===== src/hw/rtl/swm_pkg.sv =====
`timescale 1ns / 1ps
// ----------------------------------------------------------------------------
// swm_pkg: shared types and constants of the sliding window median filter
// Defaults for the window depth and sample width, the register map and the
// flag bundle that each cell hands to its neighbours.
// ----------------------------------------------------------------------------
package swm_pkg;

	// default depth of the cell row and default sample width
	localparam int MAX_WINDOW_DEF  = 16;
	localparam int SAMPLE_BITS_DEF = 16;

	// window size register
	localparam int              WSIZE_W   = 5;
	localparam logic [WSIZE_W-1:0] WSIZE_RST = 5'd3;

	// register map: byte address bit 2 selects the register word
	localparam int   PADDR_W         = 3;
	localparam logic REG_WINDOW_SIZE = 1'b0;

	// ordering and deletion flags passed along the cell row
	typedef struct packed {
		logic le;     // cell is occupied and holds a value not above the new sample
		logic dseen;  // the cell being dropped lies at or below this place
	} swm_flag_t;

endpackage


===== src/hw/rtl/swm_cell.sv =====
`timescale 1ns / 1ps
// ----------------------------------------------------------------------------
// swm_cell: one place of the sorted window
// Holds one sample and its age (0 = newest). Per item it keeps its value,
// takes the new sample, or takes the value of its left or right neighbour,
// so that the row stays sorted with the new sample in and the oldest out.
// ----------------------------------------------------------------------------
module swm_cell
	import swm_pkg::*;
#(
	parameter int SAMPLE_BITS = SAMPLE_BITS_DEF,
	parameter int AGE_W       = 4
) (
	input  logic                          clk,
	input  logic                          en,
	input  logic                          occ,
	input  logic                          del_en,
	input  logic [AGE_W-1:0]              del_age,
	input  logic                          del_before,
	input  logic signed [SAMPLE_BITS-1:0] sample,
	input  swm_flag_t                     left_flag,
	input  logic signed [SAMPLE_BITS-1:0] left_val,
	input  logic [AGE_W-1:0]              left_age,
	input  swm_flag_t                     right_flag,
	input  logic signed [SAMPLE_BITS-1:0] right_val,
	input  logic [AGE_W-1:0]              right_age,
	output swm_flag_t                     flag,
	output logic                          del_lo,
	output logic signed [SAMPLE_BITS-1:0] val,
	output logic [AGE_W-1:0]              age,
	output logic signed [SAMPLE_BITS-1:0] post_val
);

	localparam logic [1:0] SEL_HOLD  = 2'd0;
	localparam logic [1:0] SEL_NEW   = 2'd1;
	localparam logic [1:0] SEL_LEFT  = 2'd2;
	localparam logic [1:0] SEL_RIGHT = 2'd3;

	logic signed [SAMPLE_BITS-1:0] val_q;
	logic [AGE_W-1:0]              age_q;
	logic                          drop;
	logic [1:0]                    sel;

	// compare against the new sample and spot the oldest entry
	assign flag.le    = occ && (val_q <= sample);
	assign drop       = del_en && occ && (age_q == del_age);
	assign flag.dseen = left_flag.dseen | drop;
	assign del_lo     = drop & flag.le;

	// value at this place once the new sample is in, before the drop
	assign post_val = flag.le ? val_q : (left_flag.le ? sample : left_val);

	// choose the source of the next value
	always_comb begin
		sel = SEL_HOLD;
		if (del_before) begin
			if (flag.le && !right_flag.le) begin
				sel = SEL_NEW;
			end else if (flag.dseen && right_flag.le) begin
				sel = SEL_RIGHT;
			end
		end else begin
			if (!flag.le && left_flag.le) begin
				sel = SEL_NEW;
			end else if (!left_flag.le && !left_flag.dseen) begin
				sel = SEL_LEFT;
			end
		end
	end

	// advance value and age
	always_ff @(posedge clk) begin
		if (en) begin
			unique case (sel)
				SEL_NEW: begin
					val_q <= sample;
					age_q <= '0;
				end
				SEL_LEFT: begin
					val_q <= left_val;
					age_q <= left_age + 1'b1;
				end
				SEL_RIGHT: begin
					val_q <= right_val;
					age_q <= right_age + 1'b1;
				end
				default: begin
					age_q <= age_q + 1'b1;
				end
			endcase
		end
	end

	assign val = val_q;
	assign age = age_q;

endmodule


===== src/hw/rtl/sliding_window_median_core.sv =====
`timescale 1ns / 1ps
// ----------------------------------------------------------------------------
// sliding_window_median_core: running median over a sliding window
// Samples enter on the s_axis channel; twice the window median leaves on the
// m_axis channel. The window size is set through the APB register at 0x0.
//
// One item is taken per clock while s_axis_tready is high. The row of
// MAX_WINDOW cells inserts the new sample, gives the median and drops the
// oldest sample in the same cycle, so the rate is one item per cycle, set by
// that row update. A result is in the output register in the cycle after its item.
// No result is given until the window holds window_size samples; after that
// every item gives one. tlast on an input item empties the window after it.
// Writing window_size (0 reads as 1, above MAX_WINDOW as MAX_WINDOW) also
// empties the window. Reset empties the window and sets window_size to 3;
// there is no clearing pass, the block takes items right after reset.
// When the receiver stalls with a result held, s_axis_tready drops until the
// result is taken; an item that gives no result still needs that slot free.
// ----------------------------------------------------------------------------
module sliding_window_median_core
	import swm_pkg::*;
#(
	parameter int MAX_WINDOW  = MAX_WINDOW_DEF,
	parameter int SAMPLE_BITS = SAMPLE_BITS_DEF,
	localparam int IN_W  = ((SAMPLE_BITS + 7) / 8) * 8,
	localparam int OUT_W = ((SAMPLE_BITS + 1 + 7) / 8) * 8
) (
	input  logic               clk,
	input  logic               arst_n,
	// input items
	input  logic               s_axis_tvalid,
	output logic               s_axis_tready,
	input  logic [IN_W-1:0]    s_axis_tdata,   // [SAMPLE_BITS-1:0] sample, rest zero
	input  logic               s_axis_tlast,   // last_sample
	// result items
	output logic               m_axis_tvalid,
	input  logic               m_axis_tready,
	output logic [OUT_W-1:0]   m_axis_tdata,   // [SAMPLE_BITS:0] median_times_two, rest zero
	// configuration
	input  logic               psel,
	input  logic               penable,
	input  logic               pwrite,
	input  logic [PADDR_W-1:0] paddr,
	input  logic [31:0]        pwdata,
	output logic [31:0]        prdata,
	output logic               pready
);

	localparam int AGE_W = (MAX_WINDOW > 1) ? $clog2(MAX_WINDOW) : 1;
	localparam int CNT_W = $clog2(MAX_WINDOW + 1);

	logic [WSIZE_W-1:0]            wsize_q;
	logic [CNT_W-1:0]              fill_q;
	logic                          out_valid_q;
	logic signed [SAMPLE_BITS:0]   out_med_q;

	logic                          cfg_wr;
	logic                          accept;
	logic [CNT_W-1:0]              k_eff;
	logic                          emit;
	logic                          ins_en;
	logic                          del_en;
	logic [AGE_W-1:0]              del_age;
	logic                          del_before;
	logic signed [SAMPLE_BITS-1:0] sample;
	logic [AGE_W-1:0]              mid_hi;
	logic [AGE_W-1:0]              mid_lo;
	logic signed [SAMPLE_BITS-1:0] med_hi;
	logic signed [SAMPLE_BITS-1:0] med_lo;
	logic signed [SAMPLE_BITS:0]   median;
	logic [OUT_W-1:0]              out_word;

	logic signed [SAMPLE_BITS-1:0] cell_val  [MAX_WINDOW];
	logic [AGE_W-1:0]              cell_age  [MAX_WINDOW];
	logic signed [SAMPLE_BITS-1:0] cell_post [MAX_WINDOW];
	swm_flag_t                     cell_flag [MAX_WINDOW];
	logic [MAX_WINDOW-1:0]         cell_dlo;

	// configuration port
	assign pready = 1'b1;
	assign cfg_wr = psel && penable && pwrite && pready && (paddr[2] == REG_WINDOW_SIZE);
	assign prdata = (paddr[2] == REG_WINDOW_SIZE) ? {{(32 - WSIZE_W){1'b0}}, wsize_q} : '0;

	// effective window: zero reads as one, saturate at the row depth
	always_comb begin
		if (wsize_q == '0) begin
			k_eff = CNT_W'(1);
		end else if (32'(wsize_q) > MAX_WINDOW) begin
			k_eff = CNT_W'(MAX_WINDOW);
		end else begin
			k_eff = CNT_W'(wsize_q);
		end
	end

	// item control
	assign sample        = s_axis_tdata[SAMPLE_BITS-1:0];
	assign s_axis_tready = !out_valid_q || m_axis_tready;
	assign accept        = s_axis_tvalid && s_axis_tready;
	assign emit          = ({1'b0, fill_q} + 1'b1) >= {1'b0, k_eff};
	assign ins_en        = !(emit && (fill_q == '0));
	assign del_en        = emit && (fill_q != '0);
	assign del_age       = AGE_W'(fill_q - 1'b1);
	assign del_before    = |cell_dlo;

	// row of cells
	for (genvar i = 0; i < MAX_WINDOW; i++) begin : g_cell
		swm_flag_t                     lf;
		swm_flag_t                     rf;
		logic signed [SAMPLE_BITS-1:0] lv;
		logic signed [SAMPLE_BITS-1:0] rv;
		logic [AGE_W-1:0]              la;
		logic [AGE_W-1:0]              ra;

		if (i == 0) begin : g_lo
			assign lf = '{le: 1'b1, dseen: 1'b0};
			assign lv = cell_val[i];
			assign la = cell_age[i];
		end else begin : g_lm
			assign lf = cell_flag[i-1];
			assign lv = cell_val[i-1];
			assign la = cell_age[i-1];
		end
		if (i == MAX_WINDOW - 1) begin : g_hi
			assign rf = '{le: 1'b0, dseen: 1'b0};
			assign rv = cell_val[i];
			assign ra = cell_age[i];
		end else begin : g_hm
			assign rf = cell_flag[i+1];
			assign rv = cell_val[i+1];
			assign ra = cell_age[i+1];
		end

		swm_cell #(
			.SAMPLE_BITS(SAMPLE_BITS),
			.AGE_W      (AGE_W)
		) u_cell (
			.clk       (clk),
			.en        (accept && ins_en),
			.occ       (CNT_W'(i) < fill_q),
			.del_en    (del_en),
			.del_age   (del_age),
			.del_before(del_before),
			.sample    (sample),
			.left_flag (lf),
			.left_val  (lv),
			.left_age  (la),
			.right_flag(rf),
			.right_val (rv),
			.right_age (ra),
			.flag      (cell_flag[i]),
			.del_lo    (cell_dlo[i]),
			.val       (cell_val[i]),
			.age       (cell_age[i]),
			.post_val  (cell_post[i])
		);
	end

	// pick the middle entries of the window with the new sample in
	assign mid_hi = AGE_W'(k_eff >> 1);
	assign mid_lo = mid_hi - 1'b1;
	assign med_hi = cell_post[mid_hi];
	assign med_lo = cell_post[mid_lo];
	assign median = k_eff[0] ? {med_hi, 1'b0}
	                         : ({med_hi[SAMPLE_BITS-1], med_hi} + {med_lo[SAMPLE_BITS-1], med_lo});

	// window size register and fill count
	always_ff @(posedge clk or negedge arst_n) begin
		if (!arst_n) begin
			wsize_q <= WSIZE_RST;
			fill_q  <= '0;
		end else if (cfg_wr) begin
			wsize_q <= pwdata[WSIZE_W-1:0];
			fill_q  <= '0;
		end else if (accept) begin
			if (s_axis_tlast) begin
				fill_q <= '0;
			end else if (!emit) begin
				fill_q <= fill_q + 1'b1;
			end
		end
	end

	// output register: load a result, drop it once taken
	always_ff @(posedge clk or negedge arst_n) begin
		if (!arst_n) begin
			out_valid_q <= 1'b0;
		end else if (accept && emit) begin
			out_valid_q <= 1'b1;
		end else if (m_axis_tready) begin
			out_valid_q <= 1'b0;
		end
	end

	always_ff @(posedge clk) begin
		if (accept && emit) begin
			out_med_q <= median;
		end
	end

	always_comb begin
		out_word                = '0;
		out_word[SAMPLE_BITS:0] = out_med_q;
	end

	assign m_axis_tvalid = out_valid_q;
	assign m_axis_tdata  = out_word;

	// the window never holds a full window between items
	a_fill_below_window: assert property (@(posedge clk) disable iff (!arst_n)
		fill_q < k_eff)
		else $error("fill count reached the window size");

	// an item marked last empties the window
	a_last_empties: assert property (@(posedge clk) disable iff (!arst_n)
		(accept && s_axis_tlast && !cfg_wr) |=> (fill_q == '0))
		else $error("window not emptied after last item");

	// a window size write empties the window
	a_cfg_empties: assert property (@(posedge clk) disable iff (!arst_n)
		cfg_wr |=> (fill_q == '0))
		else $error("window not emptied after size write");

	// a result is only loaded from an item that fills the window
	a_emit_full: assert property (@(posedge clk) disable iff (!arst_n)
		(accept && emit) |-> ({1'b0, fill_q} + 1'b1 == {1'b0, k_eff}))
		else $error("result from a window that is not full");

endmodule

===== config.mk =====
export PLATFORM = sky130hd
export DESIGN_NAME = sliding_window_median_core
export DESIGN_NICKNAME = d
export VERILOG_FILES = /design/src/hw/rtl/swm_pkg.sv /design/src/hw/rtl/swm_cell.sv /design/src/hw/rtl/sliding_window_median_core.sv
export SDC_FILE = /design/constraint.sdc
export NUM_CORES = 2
export LEC_CHECK = 0
export BUFFER_PORTS_ARGS = -buffer_cell sky130_fd_sc_hd__buf_2
export CAP_MARGIN = 20
export CORE_MARGIN = 4
export CORE_UTILIZATION = 45
export CTS_BUF_LIST = sky130_fd_sc_hd__clkbuf_4 sky130_fd_sc_hd__clkbuf_8
export DETAILED_ROUTE_END_ITERATION = 6
export PLACE_DENSITY = 0.68
export SLEW_MARGIN = 20
export SYNTH_ARGS = -nofsm -noshare
export SYNTH_HDL_FRONTEND = slang
export SYNTH_SLANG_ARGS = --single-unit

===== constraint.sdc =====
create_clock -name clk -period 6.3 [get_ports clk]
set_input_delay 0.945 -clock clk [delete_from_list [all_inputs] [get_ports clk]]
set_output_delay 0.945 -clock clk [all_outputs]
set_load 0.1 [all_outputs]

==> results.toml <==
[status]
status = "finished with violations"
failed_checks = "design-rule violations"

[finish]
final_cells = 5510
layout.nets = 4772
nFillCells = 7120
syn_to_final_growth_pct = 21.23
drive_gt1_share_pct = 22.67

[timing]
final-hold-violation-count = 0
timing.fmax_mhz = 160.4
fin_skew_ps = 57.18
drv_slew = 0
post-route-period-util_pct = 98.96
setup_viol = 0
slew_headroom_pct = 26.77
period_minus_slack_ps = 6235
tightest_slew_ps = 1098
fin_ws_ps = 65.47

[floorplanning]
core_sq_mm = 0.07772
start_util_pct = 45.56
pin_count = 118
die_h_um = 288.5
core.rowCount = 102
die_w_um = 288.5
design.die.area_sq_mm = 0.08324

[placed_design]
place_inst = 5373
port-buffer-count = 53
hpwlAfterDp_mm = 127.1
gp_congestion = 1.084
place_ws_ps = -599.2

[logic_synthesis]
yosys-top-cells-area = "edfxtp_1 (29%), mux2i_1 (14%), ha_1 (11%), nand2_1 (3.9%), a21oi_1 (3.3%)"
synth_largest_area_cell = "edfxtp_1"
synthCells = 3924
synthesis.area_sq_mm = 0.03541
ys_warn_count = 0
synth_ff_type = "edfxtp_1"
yosys_register_bits = 348
synthTopCellsByCount = "mux2i_1 (488), nand2_1 (371), edfxtp_1 (337)"
yosysUniqueCellTypes = 109
async_reset_ff_share_pct = 3.161
synth_top_area_share_pct = 28.58
postSynthAreaPerCell_sq_um = 9.024
ys_seq_area_share_pct = 29.36
synth-edff-count = 337
yosysMostFrequentCell = "mux2i_1"

[global_route]
grt_util_all_layers_pct = 39.19
grt_max_degree = 116
grt_overflow_total = 0
grt_pass1_vias = 35230
grt_pass1_wl_mm = 240.0
antenna_found_initial = 4

[clock_tree]
cts_tree = "built"
cts_buffer_depth = 3
postCtsHoldBufs = 0
h-tree-depth = 3
clk_pin_slew_ps = 60
insertion_delay_ps = 730
numCtsBuffers = 70
clock-sinks = 348
cts-root-buf = "clkbuf_8"

[routing]
routed_wl_mm = 168.9
via_count = 37310
viasPerCell = 6.772
drc_errors = 7
first_pass_iters = 7
first_iter_violations = 5301
avgRoutedWirePerCell_um = 30.66
ant_nets = 0

[worst_setup_path]
end_kind = "flop"
worstPathMaxFanout = 8
path_class = "in2reg"
crit_slowest_cell = "or4b_2"
cp_slowest_stage_delay_ps = 610
crit_path_start_kind = "input port"
required_ps = 6820
arrival_ps = 6760

[hold_path]
hold_path.class = "in2async"

[pwr]
ir_drop_mv = 0.2547
cellPowerDensity_mw_per_mm2 = 513.2
power.leakage_uw = 0.01926

[job]
cap_violations = 0
-- logic make-up (layout without fill, tap and decap cells) --
kind of cell,Yosys count,count (layout),synth area share (%)
other,2,40,0.02121
multiplexers,550,550,16.08
XOR/XNOR,116,116,3.300
buffers and inverters,431,938,5.434
AO/OA/AOI/OAI,1076,1076,20.79
AND/OR/NAND/NOR,1102,1103,14.42
adder cells (fa/ha/maj),299,299,10.59
flip-flops,348,348,29.36
-- registers in the layout, indices dropped and copies added, names as in the netlist --
signal	flops
fill_q	5
wsize_q	5
g_cell.u_cell.val	256
g_cell.u_cell.age	64
m_axis_tvalid	1
out_med_q	17
-- area by class of cell --
cell class              instances  area, sq um  share of cell area [%]
well taps                    1040         1301                   3.031
clock buffers                  87         1104                   2.571
multi-input cells            3179        23720                   55.25
clock inverters                36        244.0                  0.5683
diodes                          5        12.51                 0.02915
flip-flops and latches        348        10400                   24.22
repair buffers                709         5747                   13.39
inverters                     106        406.6                  0.9472
-- metal layers --
| layer | vias up | global-route usage [%] | routed length [um] |
|---|---|---|---|
| met2 | 2770 | 57.81 | 69380 |
| met5 | - | 0.1163 | 120 |
| met3 | 857 | 11.56 | 21070 |
| met1 | 17690 | 47.84 | 61480 |
| met4 | 6 | 30.65 | 16890 |
| li1 | 15990 | - | - |
-- layout by cell type, fill, tap and decap left out, drive strengths merged, types with 31 or more instances in the layout --
| master | synthesis | final |
|---|---|---|
| mux2i | 490 | 490 |
| a211o | 42 | 42 |
| xor2 | 49 | 49 |
| clkbuf | 187 | 89 |
| a22oi | 31 | 31 |
| and2 | 31 | 31 |
| nor2 | 306 | 306 |
| nand2 | 372 | 372 |
| o211ai | 55 | 55 |
| conb | 2 | 35 |
| xnor2 | 59 | 59 |
| a31oi | 75 | 75 |
| o21ai | 184 | 184 |
| inv | 99 | 93 |
| nand3 | 86 | 86 |
| a311oi | 44 | 44 |
| mux2 | 52 | 52 |
| a211oi | 70 | 70 |
| ha | 298 | 298 |
| clkinv | 7 | 41 |
| nor3 | 113 | 114 |
| edfxtp | 337 | 337 |
| o22ai | 76 | 76 |
| buf | 138 | 707 |
| nand4 | 61 | 61 |
| a21oi | 231 | 231 |
-- metrics by stage --
stage	hold WS (ps)	total power [uW]	TNS, ps	utilization [%]	area [sq um]
floorplan	483.7	12970	-56.54	-	35760
global placement	513.3	18540	-4421	53.06	41240
detailed placement	543.4	18810	-4476	53.06	41240
CTS	178.2	21300	0	54.79	42580
global route	192.9	22930	-95.03	55.22	42920
finish	187.4	22030	0	55.23	42930
-- power breakdown --
| group | switching [uW] | total (uW) | internal (uW) |
|---|---|---|---|
| registers | 1600 | 5830 | 4230 |
| clock network | 1180 | 2450 | 1270 |
| logic | 8130 | 13700 | 5620 |
-- final timing paths --
check	from	end	slack (ps)	cells after the start
worst min register to register	wsize_q[0]$_DFFE_PN1P_	wsize_q[0]$_DFFE_PN1P_	540	2
worst max register to register	g_cell[3].u_cell.val[7]$_DFFE_PP_	out_med_q[16]$_DFFE_PP_	230	22
worst min-delay path	arst_n	m_axis_tvalid$_DFFE_PN0P_	190	1
max in group asynchronous	arst_n	wsize_q[1]$_DFFE_PN1P_	5740	1
worst max-delay path	s_axis_tdata[15]	out_med_q[16]$_DFFE_PP_	70	27
min in group clk	pwdata[0]	wsize_q[0]$_DFFE_PN1P_	450	3
-- worst max-delay path, delay by kind of cell --
kind / cells / cell delay, ps
compound gates: 13 / 2440
simple gates: 5 / 1360
fa+ha+maj: 2 / 670
mux: 1 / 250
buf+inv: 6 / 1090
-- repair_timing --
action / CTS / global route
endpoints found under the setup margin: 0 / 7
buffers inserted: 0 / 8
resized for setup: 0 / 62
Power figures use the tool's default switching activity.
